$ cat src/rtl/core/alld_pkg.sv
// shared types and constants of the addressable led line driver
package alld_pkg;

    localparam int LED_COUNT  = 64;
    localparam int PIX_W      = (LED_COUNT > 1) ? $clog2(LED_COUNT) : 1;
    localparam int COLOR_W    = 8;
    localparam int WORD_W     = 3 * COLOR_W;
    localparam int INDEX_W    = 8;
    localparam int PULSE_W    = 10;
    localparam int TICK_W     = 20;
    localparam int BIT_CNT_W  = 5;
    localparam int CFG_IDX_W  = 3;
    localparam int CFG_DATA_W = 20;

    localparam logic [PIX_W-1:0]     PIX_LAST = PIX_W'(LED_COUNT - 1);
    localparam logic [BIT_CNT_W-1:0] BIT_LAST = BIT_CNT_W'(WORD_W - 1);
    localparam logic [INDEX_W:0]     LED_LIMIT = (INDEX_W + 1)'(LED_COUNT);

    localparam logic [CFG_IDX_W-1:0] CFG_ONE_HIGH  = 3'd0;
    localparam logic [CFG_IDX_W-1:0] CFG_ONE_LOW   = 3'd1;
    localparam logic [CFG_IDX_W-1:0] CFG_ZERO_HIGH = 3'd2;
    localparam logic [CFG_IDX_W-1:0] CFG_ZERO_LOW  = 3'd3;
    localparam logic [CFG_IDX_W-1:0] CFG_LATCH_GAP = 3'd4;

    localparam logic [PULSE_W-1:0] RST_ONE_HIGH  = 10'd18;
    localparam logic [PULSE_W-1:0] RST_ONE_LOW   = 10'd7;
    localparam logic [PULSE_W-1:0] RST_ZERO_HIGH = 10'd7;
    localparam logic [PULSE_W-1:0] RST_ZERO_LOW  = 10'd18;
    localparam logic [TICK_W-1:0]  RST_LATCH_GAP = 20'd5600;

    typedef enum logic [1:0] {
        CMD_WRITE,
        CMD_FILL,
        CMD_REFRESH,
        CMD_TICK
    } t_cmd;

    typedef enum logic [1:0] {
        PH_IDLE,
        PH_HIGH,
        PH_LOW,
        PH_LATCH
    } t_phase;

    typedef enum logic [1:0] {
        S_IDLE,
        S_EXEC,
        S_FILL
    } t_ctrl_state;

    typedef struct packed {
        logic capture;
        logic exec;
        logic fill_step;
    } t_dp_cmd;

    typedef struct packed {
        logic start_fill;
        logic fill_last;
    } t_dp_sts;

endpackage

$ cat src/rtl/core/alld_ctrl.sv
// controller: sequences capture, execute and fill sweep, owns the handshakes
module alld_ctrl import alld_pkg::*; (
    input  logic    i_clk,
    input  logic    i_rst_n,
    input  logic    i_in_valid,
    output logic    o_in_ready,
    output logic    o_out_valid,
    input  logic    i_out_ready,
    output t_dp_cmd o_cmd,
    input  t_dp_sts i_sts
);

    t_ctrl_state r_state, n_state;
    logic        r_out_valid, n_out_valid;

    always_ff @(posedge i_clk) begin
        if (!i_rst_n) begin
            r_state     <= S_IDLE;
            r_out_valid <= 1'b0;
        end else begin
            r_state     <= n_state;
            r_out_valid <= n_out_valid;
        end
    end

    always_comb begin
        n_state         = r_state;
        o_in_ready      = 1'b0;
        o_cmd.capture   = 1'b0;
        o_cmd.exec      = 1'b0;
        o_cmd.fill_step = 1'b0;
        n_out_valid     = r_out_valid && !i_out_ready;
        unique case (r_state)
            S_IDLE: begin
                o_in_ready = 1'b1;
                if (i_in_valid) begin
                    o_cmd.capture = 1'b1;
                    n_state       = S_EXEC;
                end
            end
            S_EXEC: begin
                // result slot must be free before the state commits
                if (!r_out_valid || i_out_ready) begin
                    o_cmd.exec  = 1'b1;
                    n_out_valid = 1'b1;
                    n_state     = i_sts.start_fill ? S_FILL : S_IDLE;
                end
            end
            S_FILL: begin
                o_cmd.fill_step = 1'b1;
                if (i_sts.fill_last) begin
                    n_state = S_IDLE;
                end
            end
            default: begin
                n_state = S_IDLE;
            end
        endcase
    end

    assign o_out_valid = r_out_valid;

endmodule

$ cat config.mk
export PLATFORM = sky130hd
export DESIGN_NAME = alld_ctrl
export DESIGN_NICKNAME = d
export VERILOG_FILES = /design/src/rtl/core/alld_pkg.sv /design/src/rtl/core/alld_ctrl.sv
export SDC_FILE = /design/constraint.sdc
export NUM_CORES = 1
export LEC_CHECK = 0
export BUFFER_PORTS_ARGS = -buffer_cell sky130_fd_sc_hd__buf_2
export CAP_MARGIN = 20
export CELL_PAD_IN_SITES_DETAIL_PLACEMENT = 1
export CELL_PAD_IN_SITES_GLOBAL_PLACEMENT = 1
export CORE_AREA = 8 8 45 47
export CTS_CLUSTER_DIAMETER = 100
export CTS_CLUSTER_SIZE = 40
export DETAILED_ROUTE_END_ITERATION = 8
export DIE_AREA = 0 0 53 55
export GPL_TIMING_DRIVEN = 0
export PLACE_DENSITY_LB_ADDON = 0.1
export SYNTH_ARGS = -nofsm -noshare
export SYNTH_HDL_FRONTEND = slang
export SYNTH_SLANG_ARGS = --single-unit
$ cat constraint.sdc
create_clock -name i_clk -period 1.3 [get_ports i_clk]
set_clock_uncertainty 0.1 [all_clocks]
set_input_delay 0.195 -clock i_clk [delete_from_list [all_inputs] [get_ports i_clk]]
set_output_delay 0.195 -clock i_clk [all_outputs]
set_load 0.02 [all_outputs]
==> flow_summary.toml <==
[run_status]
status = "finished clean"

[grt]
grt_max_degree = 7
met2_usage_pct = 5.47
busiest_layer = "met2"
use_met1_pct = 3.95
grt_pass1_wl_um = 869
grt_pass1_vias = 201
grt_remaining_overflow = 0
antenna_found_initial = 0
grt.met3_usage_pct = 5.08
grtUsageTotal_pct = 4.48

[logic_synthesis]
synth_seq_cells = 3
netlist.area_leader.share_pct = 39.0
synth_cells = 17
async_flop_share_pct = 0
syn-cell-area_um2 = 154
synth_cell_types = 12
synth_area_leaders = "dfxtp_1 39%, nand2b_1 16%, a32o_1 6.5%"
yosys_warnings = 0
seq_area_frac_synth_pct = 39.0
synth_edf_count = 0
synth_area_leader_cell = "dfxtp_1"
synth_common_cells = "4 x nand2b_1, 3 x dfxtp_1"
postSynthAreaPerCell_um2 = 9.05
synth-main-ff-cell = "dfxtp_1"
postSynthNetCount = 23
yosysMostFrequentCell = "nand2b_1"

[finish]
finish.utilization_pct = 20.6
n_antenna_cell = 0
syn_to_final_growth_pct = 85.4
fin_cells = 49
n_fill_cell = 173
drive_gt1_share_pct = 60.6
final_nets = 40

[route]
drt_iter0_markers = 0
vias = 177
viasPerCell = 3.61
drtAntennaViolNets = 0
drt-total-wl_um = 525
drc = 0
wl_per_cell_um = 10.7
firstDrtPassIters = 1

[clock_tree]
cts_max_level = 1
insertion_delay_ns = 0.23
cts_max_path_buffers = 2
holdBufCountCts = 0
cts_tree = "built"
cts_made_buffers = 3
numClockSinks = 3
clk_pin_slew_ns = 0.04
clockRootBuffer = "clkbuf_4"

[setup_path]
critical_path.slowest_cell = "dfxtp_2"
end_kind = "primary output"
r2r-end = "r_state[1]"
r2r-start = "o_out_valid"
startpoint_type = "flop"
path_delay_family = "flip-flops"
r2r_slack_ns = 0.31
cp_num_buf_inv = 1
reg2regPathDepth = 3
worst_ep_required_time_ns = 1.00
path_cells = "nand2b_4, nor2b_1, buf_4"
crit_path_max_incr_delay_ns = 0.33
cp.arrival_ns = 0.96
timing_worst_setup_path_type = "flop to primary output"
path_max_fanout = 5

[pwr]
p_per_area_nw_per_um2 = 1140
p_leak_nw = 0.132
irDropWorstVdd_mv = 0.396

[sta]
fin_crit_ns = 1.25
worstMarginPinSlew_ns = 0.114
drv_slew = 0
rsz0062_at_grt = "true"
max_freq_mhz = 799
fin_ws_ns = 0.0488
hold_viol = 0
period_share_pct = 96.2
holdWs_ns = 0.126
setup_violations = 0
slew_headroom_pct = 92.4

[worst_hold_path]
hold_depth = 3
hp-class = "primary input to flop"
worstHoldEndpoint = "r_state[0]"
hold_start = "i_rst_n"

[floorplanning]
pin_count = 11
die-width_um = 53
start_util_pct = 11.1
fp.dieH_um = 55
core.rowCount = 14
placeableCoreArea_um2 = 1380
die_area_um2 = 2920

[placement]
gp_congestion = 0.590
place_hpwl_um = 435
numPortBuffers = 10
dp_slack_ns = 0.217
dpl.cell_count = 43

[flow_run]
drv_cap = 0
## per-layer routing
layer | up-vias | routed length [µm]
met5 | - | 0
met4 | 0 | 0
met3 | 0 | 96
met2 | 8 | 219
met1 | 78 | 209
li1 | 91 | -
## cell usage in the layout, fill, tap and decap left out
master    count
buf_4         4
a21boi_1      1
inv_1         1
and4b_1       1
and2_1        1
dfxtp_4       1
clkbuf_1      1
nor2_2        1
a21oi_1       1
buf_2         8
nand2b_1      3
nor2b_2       1
dfxtp_1       1
nand3b_1      1
nor2b_1       1
clkbuf_4      3
nand2b_4      1
dfxtp_2       1
a32o_1        1
## kinds of logic after synthesis
kind of cell | after synthesis | synth area share (%)
AND/OR/NAND/NOR | 10 | 43.9
AO/OA/AOI/OAI | 3 | 14.6
flip-flops | 3 | 39.0
buffers and inverters | 1 | 2.44
## how the worst max path moves through the flow
| stage | from | to | slack, ns | depth (start not counted) |
|---|---|---|---|---|
| global route | r_state[1] | o_cmd[1] | -0.03 | 3 |
| detailed placement | r_state[0] | o_cmd[1] | 0.22 | 3 |
| floorplan | r_state[0] | o_cmd[2] | 0.07 | 2 |
| CTS | r_state[0] | o_cmd[2] | 0.001 | 3 |
| global placement | r_state[0] | o_cmd[1] | 0.20 | 3 |
| finish | r_state[1] | o_cmd[1] | 0.05 | 3 |
## layout make-up
cell class	count	area [µm²]	area share, %
Clock buffer	4	26.3	9.21
Inverter	1	3.75	1.32
Multi-Input combinational cell	13	100	35.1
Sequential cell	3	65.1	22.8
Tap cell	16	20.0	7.02
Timing Repair Buffer	12	70.1	24.6
## report_power, final
group / switching (W) / leakage (nW) / total, W / internal [W]
clock: 0.0000464 / 0.0150 / 0.000161 / 0.000115
sequential: 0.00000732 / 0.0257 / 0.000105 / 0.0000976
combinational: 0.0000292 / 0.0913 / 0.0000593 / 0.0000302
total: 0.0000829 / 0.132 / 0.000326 / 0.000243
## flip-flops by register name, summed over array words and instances (netlist names)
name         flops
r_state          2
o_out_valid      1
## repair_timing
item	in CTS	in global routing
setup endpoints to repair	2	3
endpoints found under the hold margin	0	0
gates resized for setup	4	3
buffers inserted	0	2
## worst reg2reg max path, cell delays in order, from the launching register on
cell and delay (ns):
dfxtp_1 0.34, nand2b_1 0.09, buf_4 0.14, a32o_1 0.20
## stage by stage
step / TNS (ns) / cell area (µm²) / power (W)
after detailed placement: 0 / 224 / 0.000157
after global placement: 0 / 224 / 0.000157
final: 0 / 285 / 0.000326
after global routing: -0.0268 / 285 / 0.000355
after CTS: 0 / 264 / 0.000334
after floorplan: 0 / 154 / 0.000134
Note: power is estimated with default switching activity, not from simulation.
