**src/rtl/core/alld_pkg.sv**
```systemverilog
// shared types and constants of the addressable led line driver
package alld_pkg;

    localparam int LED_COUNT  = 64;
    localparam int PIX_W      = (LED_COUNT > 1) ? $clog2(LED_COUNT) : 1;
    localparam int COLOR_W    = 8;
    localparam int WORD_W     = 3 * COLOR_W;
    localparam int INDEX_W    = 8;
    localparam int PULSE_W    = 10;
    localparam int TICK_W     = 20;
    localparam int BIT_CNT_W  = 5;
    localparam int CFG_IDX_W  = 3;
    localparam int CFG_DATA_W = 20;

    localparam logic [PIX_W-1:0]     PIX_LAST = PIX_W'(LED_COUNT - 1);
    localparam logic [BIT_CNT_W-1:0] BIT_LAST = BIT_CNT_W'(WORD_W - 1);
    localparam logic [INDEX_W:0]     LED_LIMIT = (INDEX_W + 1)'(LED_COUNT);

    localparam logic [CFG_IDX_W-1:0] CFG_ONE_HIGH  = 3'd0;
    localparam logic [CFG_IDX_W-1:0] CFG_ONE_LOW   = 3'd1;
    localparam logic [CFG_IDX_W-1:0] CFG_ZERO_HIGH = 3'd2;
    localparam logic [CFG_IDX_W-1:0] CFG_ZERO_LOW  = 3'd3;
    localparam logic [CFG_IDX_W-1:0] CFG_LATCH_GAP = 3'd4;

    localparam logic [PULSE_W-1:0] RST_ONE_HIGH  = 10'd18;
    localparam logic [PULSE_W-1:0] RST_ONE_LOW   = 10'd7;
    localparam logic [PULSE_W-1:0] RST_ZERO_HIGH = 10'd7;
    localparam logic [PULSE_W-1:0] RST_ZERO_LOW  = 10'd18;
    localparam logic [TICK_W-1:0]  RST_LATCH_GAP = 20'd5600;

    typedef enum logic [1:0] {
        CMD_WRITE,
        CMD_FILL,
        CMD_REFRESH,
        CMD_TICK
    } t_cmd;

    typedef enum logic [1:0] {
        PH_IDLE,
        PH_HIGH,
        PH_LOW,
        PH_LATCH
    } t_phase;

    typedef enum logic [1:0] {
        S_IDLE,
        S_EXEC,
        S_FILL
    } t_ctrl_state;

    typedef struct packed {
        logic capture;
        logic exec;
        logic fill_step;
    } t_dp_cmd;

    typedef struct packed {
        logic start_fill;
        logic fill_last;
    } t_dp_sts;

endpackage

```
**src/rtl/core/alld_datapath.sv**
```systemverilog
// datapath: config registers, pixel store, waveform counters and result register
module alld_datapath import alld_pkg::*; (
    input  logic                  i_clk,
    input  logic                  i_rst_n,
    input  t_dp_cmd               i_cmd,
    output t_dp_sts               o_sts,
    input  logic                  i_cfg_we,
    input  logic [CFG_IDX_W-1:0]  i_cfg_idx,
    input  logic [CFG_DATA_W-1:0] i_cfg_data,
    input  t_cmd                  i_command,
    input  logic [INDEX_W-1:0]    i_led_index,
    input  logic [COLOR_W-1:0]    i_red,
    input  logic [COLOR_W-1:0]    i_green,
    input  logic [COLOR_W-1:0]    i_blue,
    output logic                  o_line_level,
    output logic                  o_busy_res,
    output logic                  o_rejected
);

    logic [PULSE_W-1:0] r_one_high, r_one_low, r_zero_high, r_zero_low;
    logic [TICK_W-1:0]  r_latch_gap;

    t_cmd               r_command;
    logic [INDEX_W-1:0] r_led_index;
    logic [WORD_W-1:0]  r_word;

    logic [WORD_W-1:0]  r_mem [LED_COUNT];
    logic [LED_COUNT-1:0] r_valid;
    logic [WORD_W-1:0]  r_rd_word;
    logic               r_rd_valid;
    logic [PIX_W-1:0]   rd_addr, wr_addr, r_fill_addr;
    logic               mem_we, wr_pix;

    t_phase                r_phase, n_phase;
    logic                  r_dirty, n_dirty;
    logic [PIX_W-1:0]      r_pix_cnt, n_pix_cnt;
    logic [BIT_CNT_W-1:0]  r_bit_cnt, n_bit_cnt;
    logic [TICK_W-1:0]     r_tick, n_tick;
    logic [WORD_W-1:0]     r_shift, n_shift;
    logic                  r_line, r_busy, r_rej;

    logic                  busy, rej, idx_ok, start_fill;
    logic [WORD_W-1:0]     pix, ld_shift, nx_shift;
    logic [TICK_W-1:0]     ld_tick, nx_tick, low_tick;

    // configuration
    always_ff @(posedge i_clk) begin
        if (!i_rst_n) begin
            r_one_high  <= RST_ONE_HIGH;
            r_one_low   <= RST_ONE_LOW;
            r_zero_high <= RST_ZERO_HIGH;
            r_zero_low  <= RST_ZERO_LOW;
            r_latch_gap <= RST_LATCH_GAP;
        end else if (i_cfg_we) begin
            unique case (i_cfg_idx)
                CFG_ONE_HIGH:  r_one_high  <= i_cfg_data[PULSE_W-1:0];
                CFG_ONE_LOW:   r_one_low   <= i_cfg_data[PULSE_W-1:0];
                CFG_ZERO_HIGH: r_zero_high <= i_cfg_data[PULSE_W-1:0];
                CFG_ZERO_LOW:  r_zero_low  <= i_cfg_data[PULSE_W-1:0];
                CFG_LATCH_GAP: r_latch_gap <= i_cfg_data[TICK_W-1:0];
                default: ;
            endcase
        end
    end

    // captured item
    always_ff @(posedge i_clk) begin
        if (i_cmd.capture) begin
            r_command   <= i_command;
            r_led_index <= i_led_index;
            r_word      <= {i_red, i_green, i_blue};
        end
    end

    // pixel store, read on capture, written on execute or fill sweep
    assign rd_addr = (i_command == CMD_REFRESH) ? '0 : r_pix_cnt + 1'b1;
    assign wr_addr = i_cmd.fill_step ? r_fill_addr : r_led_index[PIX_W-1:0];
    assign mem_we  = (i_cmd.exec && wr_pix) || i_cmd.fill_step;

    always_ff @(posedge i_clk) begin
        if (i_cmd.capture) begin
            r_rd_word  <= r_mem[rd_addr];
            r_rd_valid <= r_valid[rd_addr];
        end
        if (mem_we) begin
            r_mem[wr_addr] <= r_word;
        end
    end

    always_ff @(posedge i_clk) begin
        if (!i_rst_n) begin
            r_valid <= '0;
        end else if (mem_we) begin
            r_valid[wr_addr] <= 1'b1;
        end
    end

    always_ff @(posedge i_clk) begin
        if (!i_rst_n) begin
            r_fill_addr <= '0;
        end else if (i_cmd.exec) begin
            r_fill_addr <= '0;
        end else if (i_cmd.fill_step) begin
            r_fill_addr <= r_fill_addr + 1'b1;
        end
    end

    // never written entries read as zero
    assign pix      = r_rd_valid ? r_rd_word : '0;
    assign ld_shift = {pix[15:8], pix[23:16], pix[7:0]};
    assign ld_tick  = TICK_W'(ld_shift[WORD_W-1] ? r_one_high : r_zero_high);
    assign nx_shift = {r_shift[WORD_W-2:0], 1'b0};
    assign nx_tick  = TICK_W'(r_shift[WORD_W-2] ? r_one_high : r_zero_high);
    assign low_tick = TICK_W'(r_shift[WORD_W-1] ? r_one_low : r_zero_low);
    assign idx_ok   = {1'b0, r_led_index} < LED_LIMIT;
    assign busy     = r_phase != PH_IDLE;
    assign rej      = (r_command != CMD_TICK) && busy;

    always_comb begin
        n_phase    = r_phase;
        n_dirty    = r_dirty;
        n_pix_cnt  = r_pix_cnt;
        n_bit_cnt  = r_bit_cnt;
        n_tick     = r_tick;
        n_shift    = r_shift;
        wr_pix     = 1'b0;
        start_fill = 1'b0;
        if (!rej) begin
            case (r_command)
                CMD_WRITE: begin
                    n_dirty = 1'b1;
                    wr_pix  = idx_ok;
                end
                CMD_FILL: begin
                    n_dirty    = 1'b1;
                    start_fill = 1'b1;
                end
                CMD_REFRESH: begin
                    if (r_dirty) begin
                        n_pix_cnt = '0;
                        n_bit_cnt = '0;
                        n_shift   = ld_shift;
                        n_phase   = PH_HIGH;
                        n_tick    = ld_tick;
                    end
                end
                CMD_TICK: begin
                    if (busy) begin
                        if (r_tick <= TICK_W'(1)) begin
                            case (r_phase)
                                PH_HIGH: begin
                                    n_phase = PH_LOW;
                                    n_tick  = low_tick;
                                end
                                PH_LOW: begin
                                    if (r_bit_cnt != BIT_LAST) begin
                                        n_bit_cnt = r_bit_cnt + 1'b1;
                                        n_shift   = nx_shift;
                                        n_phase   = PH_HIGH;
                                        n_tick    = nx_tick;
                                    end else if (r_pix_cnt != PIX_LAST) begin
                                        n_pix_cnt = r_pix_cnt + 1'b1;
                                        n_bit_cnt = '0;
                                        n_shift   = ld_shift;
                                        n_phase   = PH_HIGH;
                                        n_tick    = ld_tick;
                                    end else begin
                                        n_phase = PH_LATCH;
                                        n_tick  = r_latch_gap;
                                    end
                                end
                                PH_LATCH: begin
                                    n_phase = PH_IDLE;
                                    n_tick  = '0;
                                    n_dirty = 1'b0;
                                end
                                default: ;
                            endcase
                        end else begin
                            n_tick = r_tick - 1'b1;
                        end
                    end
                end
                default: ;
            endcase
        end
    end

    always_ff @(posedge i_clk) begin
        if (!i_rst_n) begin
            r_phase   <= PH_IDLE;
            r_dirty   <= 1'b0;
            r_pix_cnt <= '0;
            r_bit_cnt <= '0;
            r_tick    <= '0;
            r_shift   <= '0;
        end else if (i_cmd.exec) begin
            r_phase   <= n_phase;
            r_dirty   <= n_dirty;
            r_pix_cnt <= n_pix_cnt;
            r_bit_cnt <= n_bit_cnt;
            r_tick    <= n_tick;
            r_shift   <= n_shift;
        end
    end

    // result register
    always_ff @(posedge i_clk) begin
        if (i_cmd.exec) begin
            r_line <= n_phase == PH_HIGH;
            r_busy <= n_phase != PH_IDLE;
            r_rej  <= rej;
        end
    end

    assign o_sts.start_fill = start_fill;
    assign o_sts.fill_last  = r_fill_addr == PIX_LAST;
    assign o_line_level     = r_line;
    assign o_busy_res       = r_busy;
    assign o_rejected       = r_rej;

endmodule

```
**config.mk**
```make
export PLATFORM = sky130hd
export DESIGN_NAME = alld_datapath
export DESIGN_NICKNAME = d
export VERILOG_FILES = /design/src/rtl/core/alld_pkg.sv /design/src/rtl/core/alld_datapath.sv
export SDC_FILE = /design/constraint.sdc
export NUM_CORES = 2
export LEC_CHECK = 0
export BUFFER_PORTS_ARGS = -buffer_cell sky130_fd_sc_hd__buf_2
export CAP_MARGIN = 10
export CORE_ASPECT_RATIO = 1.2
export CORE_UTILIZATION = 45
export CTS_CLUSTER_DIAMETER = 50
export DETAILED_ROUTE_END_ITERATION = 6
export GPL_TIMING_DRIVEN = 0
export PLACE_DENSITY = 0.63
export SLEW_MARGIN = 20
export SYNTH_ARGS = -nofsm -noshare
export SYNTH_HDL_FRONTEND = slang
export SYNTH_SLANG_ARGS = --single-unit
```
**constraint.sdc**
```tcl
create_clock -name i_clk -period 9.24 [get_ports i_clk]
set_clock_uncertainty 0.05 [all_clocks]
set_input_delay 0.462 -clock i_clk [delete_from_list [all_inputs] [get_ports i_clk]]
set_output_delay 0.462 -clock i_clk [all_outputs]
set_load 0.005 [all_outputs]
```
==> out/metrics.csv <==
metric,value,unit
xor and xnor area share after synthesis,0.00312,
Placement Cell Area,78800,µm²
area of the core,158000,µm²
wire length of the first global-routing pass,438000,µm
adder-cell share of the synthesized area,0.000873,
I/O pins,68,
Setup Total Neg Slack,0,ns
share of cells above drive strength 1,0.178,
number of enable-type register cells in the synthesized netlist,1598,
pin count of the biggest net entering global routing,60,
register bit total from synthesis,1786,
overflow left after global routing,0,
DP Wirelength,242000,µm
sequential cell area fraction in the yosys report,0.722,
Crit path arrival time,7.43,ns
GRT Total Usage,0.412,
detailed-route vias per instance,6.83,
highest-delay cell along the critical path,sky130_fd_sc_hd__nor4_1,
standard-cell rows,160,
"delay-heaviest family, CP",simple AND/OR/NAND/NOR gates,
height of the die,439,µm
leakage power total,27.9,nW
Pwr Density,206,nW/µm²
DRC,0,
via count of the first global-routing pass,47600,
post-route cell area,85600,µm²
maximum count of clock buffers along a single path,3,
average wire length per cell after detail routing,44.5,µm
port bufs,65,
Die X,366,µm
fin crit share,0.755,
antenna-violating nets left,0,
effective utilization at floorplan,0.453,
stage delay of the slowest cell on the critical path,1.29,ns
count of TritonRoute iterations in the first routing pass,6,
number of standard cells after synthesis,4788,
async set or reset register ratio after synthesis,0,
number of max-slew violations in the final report,2,
clock-pin transition on the worst setup and hold timing paths,0.06,ns
clk_lat worst skew,0.87,ns
synthesized netlist net count,4856,
kind of capture point of the worst setup path,flop,
"Min Clock Period, post-route",6.98,ns
total clock buffers created by CTS,187,
hold_ws,0.125,ns
Tot Pwr,17.6,mW
Max-Cap Viols,2,
Max rail drop VDD,0.000156,V
cells along the critical path,ha_1 -> buf_2 -> xor2_2 -> buf_2 -> nand3_1 -> clkbuf_2 -> o221ai_1 -> a21oi_1 -> nor4_1 -> nor3b_1,
DRC marker count from the first detailed-route iteration,9560,
path type of the worst setup path,flop to flop,
failing checks,"capacitance limit, slew limit",
final-report setup violation count,0,
Layout Nets,5343,
Filler Cells Inserted,12900,
dominant combinational cell family by area after synthesis,compound AO/OA/AOI/OAI gates,
number of warning messages in the yosys log,0,
"Cell Area, Synth",71700,µm²
worst-margin pin slew,1.55,ns
Critical Path Most Common Cell,sky130_fd_sc_hd__buf_2,
post-CTS setup buffer count,0,
top flip-flop cell by instance count after synthesis,sky130_fd_sc_hd__edfxtp_1,
CTS Root Buffer Type,sky130_fd_sc_hd__clkbuf_16,
number of antenna violations at the first check in global routing,43,
kind of path behind the tightest hold check,primary input to flop,
sum of routed wire length over all layers,336000,µm
Max-Slew Margin vs Limit,-0.0452,
total number of clock tree sinks,1786,
fraction of the mapped netlist area in simple logic gates,0.0873,
worst path required time,9.69,ns
number of cells in the design after placement,7134,
proportion of synthesized area in mux cells,0.0623,
Cell variety after synth,89,
worst-path maximum fanout,10,
share of the synthesized area in compound gates (AO/OA/AOI/OAI),0.102,
H-tree Lvls,4,
run status,"finished, violations left",
combined buffer and inverter count along the critical path,3,
RSZ-0062 raised after global routing,no,
number of standard cells in the final layout excluding fillers,7552,
via count,51600,
post-synthesis to final-layout area growth,19.4,%
Critical Path Source Type,flop,
final count of hold timing violations,0,
synthesized area per cell,15.0,µm²
Peak Freq,143,MHz
clock tree from TritonCTS,done,
final weighted congestion in routability-driven placement,1.06,
die footprint,161000,µm²
[metrics by stage]
step                worst slack [ns]   util
floorplan                       6.22      -
global placement                2.49  0.471
detailed placement              3.07  0.498
CTS                             3.08  0.540
global route                    2.73  0.540
finish                          2.26  0.541
[repair_timing]
action | 4_1_cts | 5_1_grt
hold endpoints to repair | 104 | 0
hold buffers | 56 | 0
resized for setup | 0 | 0
[synthesized netlist by cell type (21+ instances only)]
cell type | count | area [µm²]
sky130_fd_sc_hd__edfxtp_1 | 1598 | 48000
sky130_fd_sc_hd__nor2b_1 | 22 | 138
sky130_fd_sc_hd__o211ai_1 | 140 | 1050
sky130_fd_sc_hd__a21oi_1 | 191 | 956
sky130_fd_sc_hd__mux2i_1 | 120 | 1200
sky130_fd_sc_hd__buf_2 | 105 | 526
sky130_fd_sc_hd__a211oi_1 | 62 | 465
sky130_fd_sc_hd__a221oi_1 | 22 | 193
sky130_fd_sc_hd__clkbuf_1 | 197 | 739
sky130_fd_sc_hd__nand2b_1 | 97 | 607
sky130_fd_sc_hd__a22oi_1 | 21 | 158
sky130_fd_sc_hd__mux4_2 | 140 | 3150
sky130_fd_sc_hd__nor2_1 | 157 | 589
sky130_fd_sc_hd__or3_1 | 137 | 857
sky130_fd_sc_hd__nand3_1 | 141 | 706
sky130_fd_sc_hd__o22ai_1 | 67 | 419
sky130_fd_sc_hd__a31oi_1 | 47 | 294
sky130_fd_sc_hd__buf_4 | 23 | 173
sky130_fd_sc_hd__o21ai_0 | 160 | 801
sky130_fd_sc_hd__o221ai_1 | 46 | 403
sky130_fd_sc_hd__a21boi_0 | 44 | 330
sky130_fd_sc_hd__o21a_1 | 68 | 510
sky130_fd_sc_hd__o211a_1 | 25 | 250
sky130_fd_sc_hd__nor4_1 | 40 | 250
sky130_fd_sc_hd__nand2_1 | 477 | 1790
sky130_fd_sc_hd__nor3_1 | 89 | 445
sky130_fd_sc_hd__dfxtp_1 | 188 | 3760
sky130_fd_sc_hd__and3_1 | 38 | 238
[layer usage]
metal  vias to the layer above  wire length (µm)  share of wire  GRT usage
met2                      4501            145000           0.43      0.612
li1                      19900                 -              -          -
met3                      1106             45300           0.13      0.141
met5                         -               106        0.00032          0
met1                     26100            114000           0.34      0.495
met4                        16             31400          0.093      0.318
[cells in the final DEF (no fill, tap or decap), types with 61 or more instances in the layout]
cell / n
sky130_fd_sc_hd__o21ai_0: 160
sky130_fd_sc_hd__buf_8: 71
sky130_fd_sc_hd__buf_2: 179
sky130_fd_sc_hd__buf_16: 61
sky130_fd_sc_hd__nand2_1: 477
sky130_fd_sc_hd__or3_1: 137
sky130_fd_sc_hd__a21oi_1: 190
sky130_fd_sc_hd__o22ai_1: 67
sky130_fd_sc_hd__edfxtp_1: 1598
sky130_fd_sc_hd__nor2_1: 91
sky130_fd_sc_hd__clkbuf_16: 190
sky130_fd_sc_hd__nor2_4: 65
sky130_fd_sc_hd__o21a_1: 68
sky130_fd_sc_hd__clkbuf_1: 190
sky130_fd_sc_hd__a211oi_1: 61
sky130_fd_sc_hd__nor3_1: 88
sky130_fd_sc_hd__nand2b_1: 97
sky130_fd_sc_hd__mux4_2: 140
sky130_fd_sc_hd__mux2i_1: 120
sky130_fd_sc_hd__dfxtp_1: 188
sky130_fd_sc_hd__nand3_1: 141
sky130_fd_sc_hd__o211ai_1: 140
[where the power goes]
part	internal, mW	leakage, nW	switching, mW
clock	4.35	2.99	3.38
sequential	8.91	15.9	0.0595
combinational	0.264	8.98	0.657
[path summary, 6_finish.rpt]
check | start | to | slack, ns | depth (start not counted)
min | i_cmd[2] | r_word[14] | 0.13 | 1
min reg2reg | r_valid[51] | r_valid[51] | 0.40 | 1
max reg2reg | r_pix_cnt[0] | r_rd_word[12] | 2.26 | 10
max | r_pix_cnt[0] | r_rd_word[12] | 2.26 | 10
[kinds of logic (layout without fill, tap and decap cells)]
family / Yosys count / after routing
buffers and inverters: 360 / 1000
adder cells (fa/ha/maj): 5 / 5
AND/OR/NAND/NOR: 1274 / 1274
other: 0 / 18
multiplexers: 270 / 270
flip-flops: 1786 / 1786
XOR/XNOR: 23 / 23
AO/OA/AOI/OAI: 1070 / 1070
[registers in the layout (all words and copies together), names as in the netlist, 2 cells and up]
| name | flops |
|---|---|
| r_fill_addr | 6 |
| r_zero_high | 10 |
| r_one_high | 10 |
| r_command | 2 |
| r_phase | 2 |
| r_mem | 1536 |
| r_word | 24 |
| r_bit_cnt | 5 |
| r_led_index | 8 |
| r_one_low | 10 |
| r_valid | 64 |
| r_tick | 20 |
| r_latch_gap | 20 |
| r_zero_low | 10 |
| r_shift | 24 |
| r_pix_cnt | 6 |
| r_rd_word | 24 |
[layout make-up]
class / instances / area (µm²) / area share
Sequential cell: 1786 / 51700 / 0.605
Multi-Input combinational cell: 2642 / 18900 / 0.221
Clock buffer: 223 / 4950 / 0.0578
Timing Repair Buffer: 298 / 4420 / 0.0516
Tap cell: 2106 / 2640 / 0.0308
Buffer: 349 / 1610 / 0.0188
Clock inverter: 119 / 1220 / 0.0142
Antenna cell: 18 / 45.0 / 0.000526
Inverter: 11 / 41.3 / 0.000482
No activity file was read; power rests on OpenSTA's default activity.
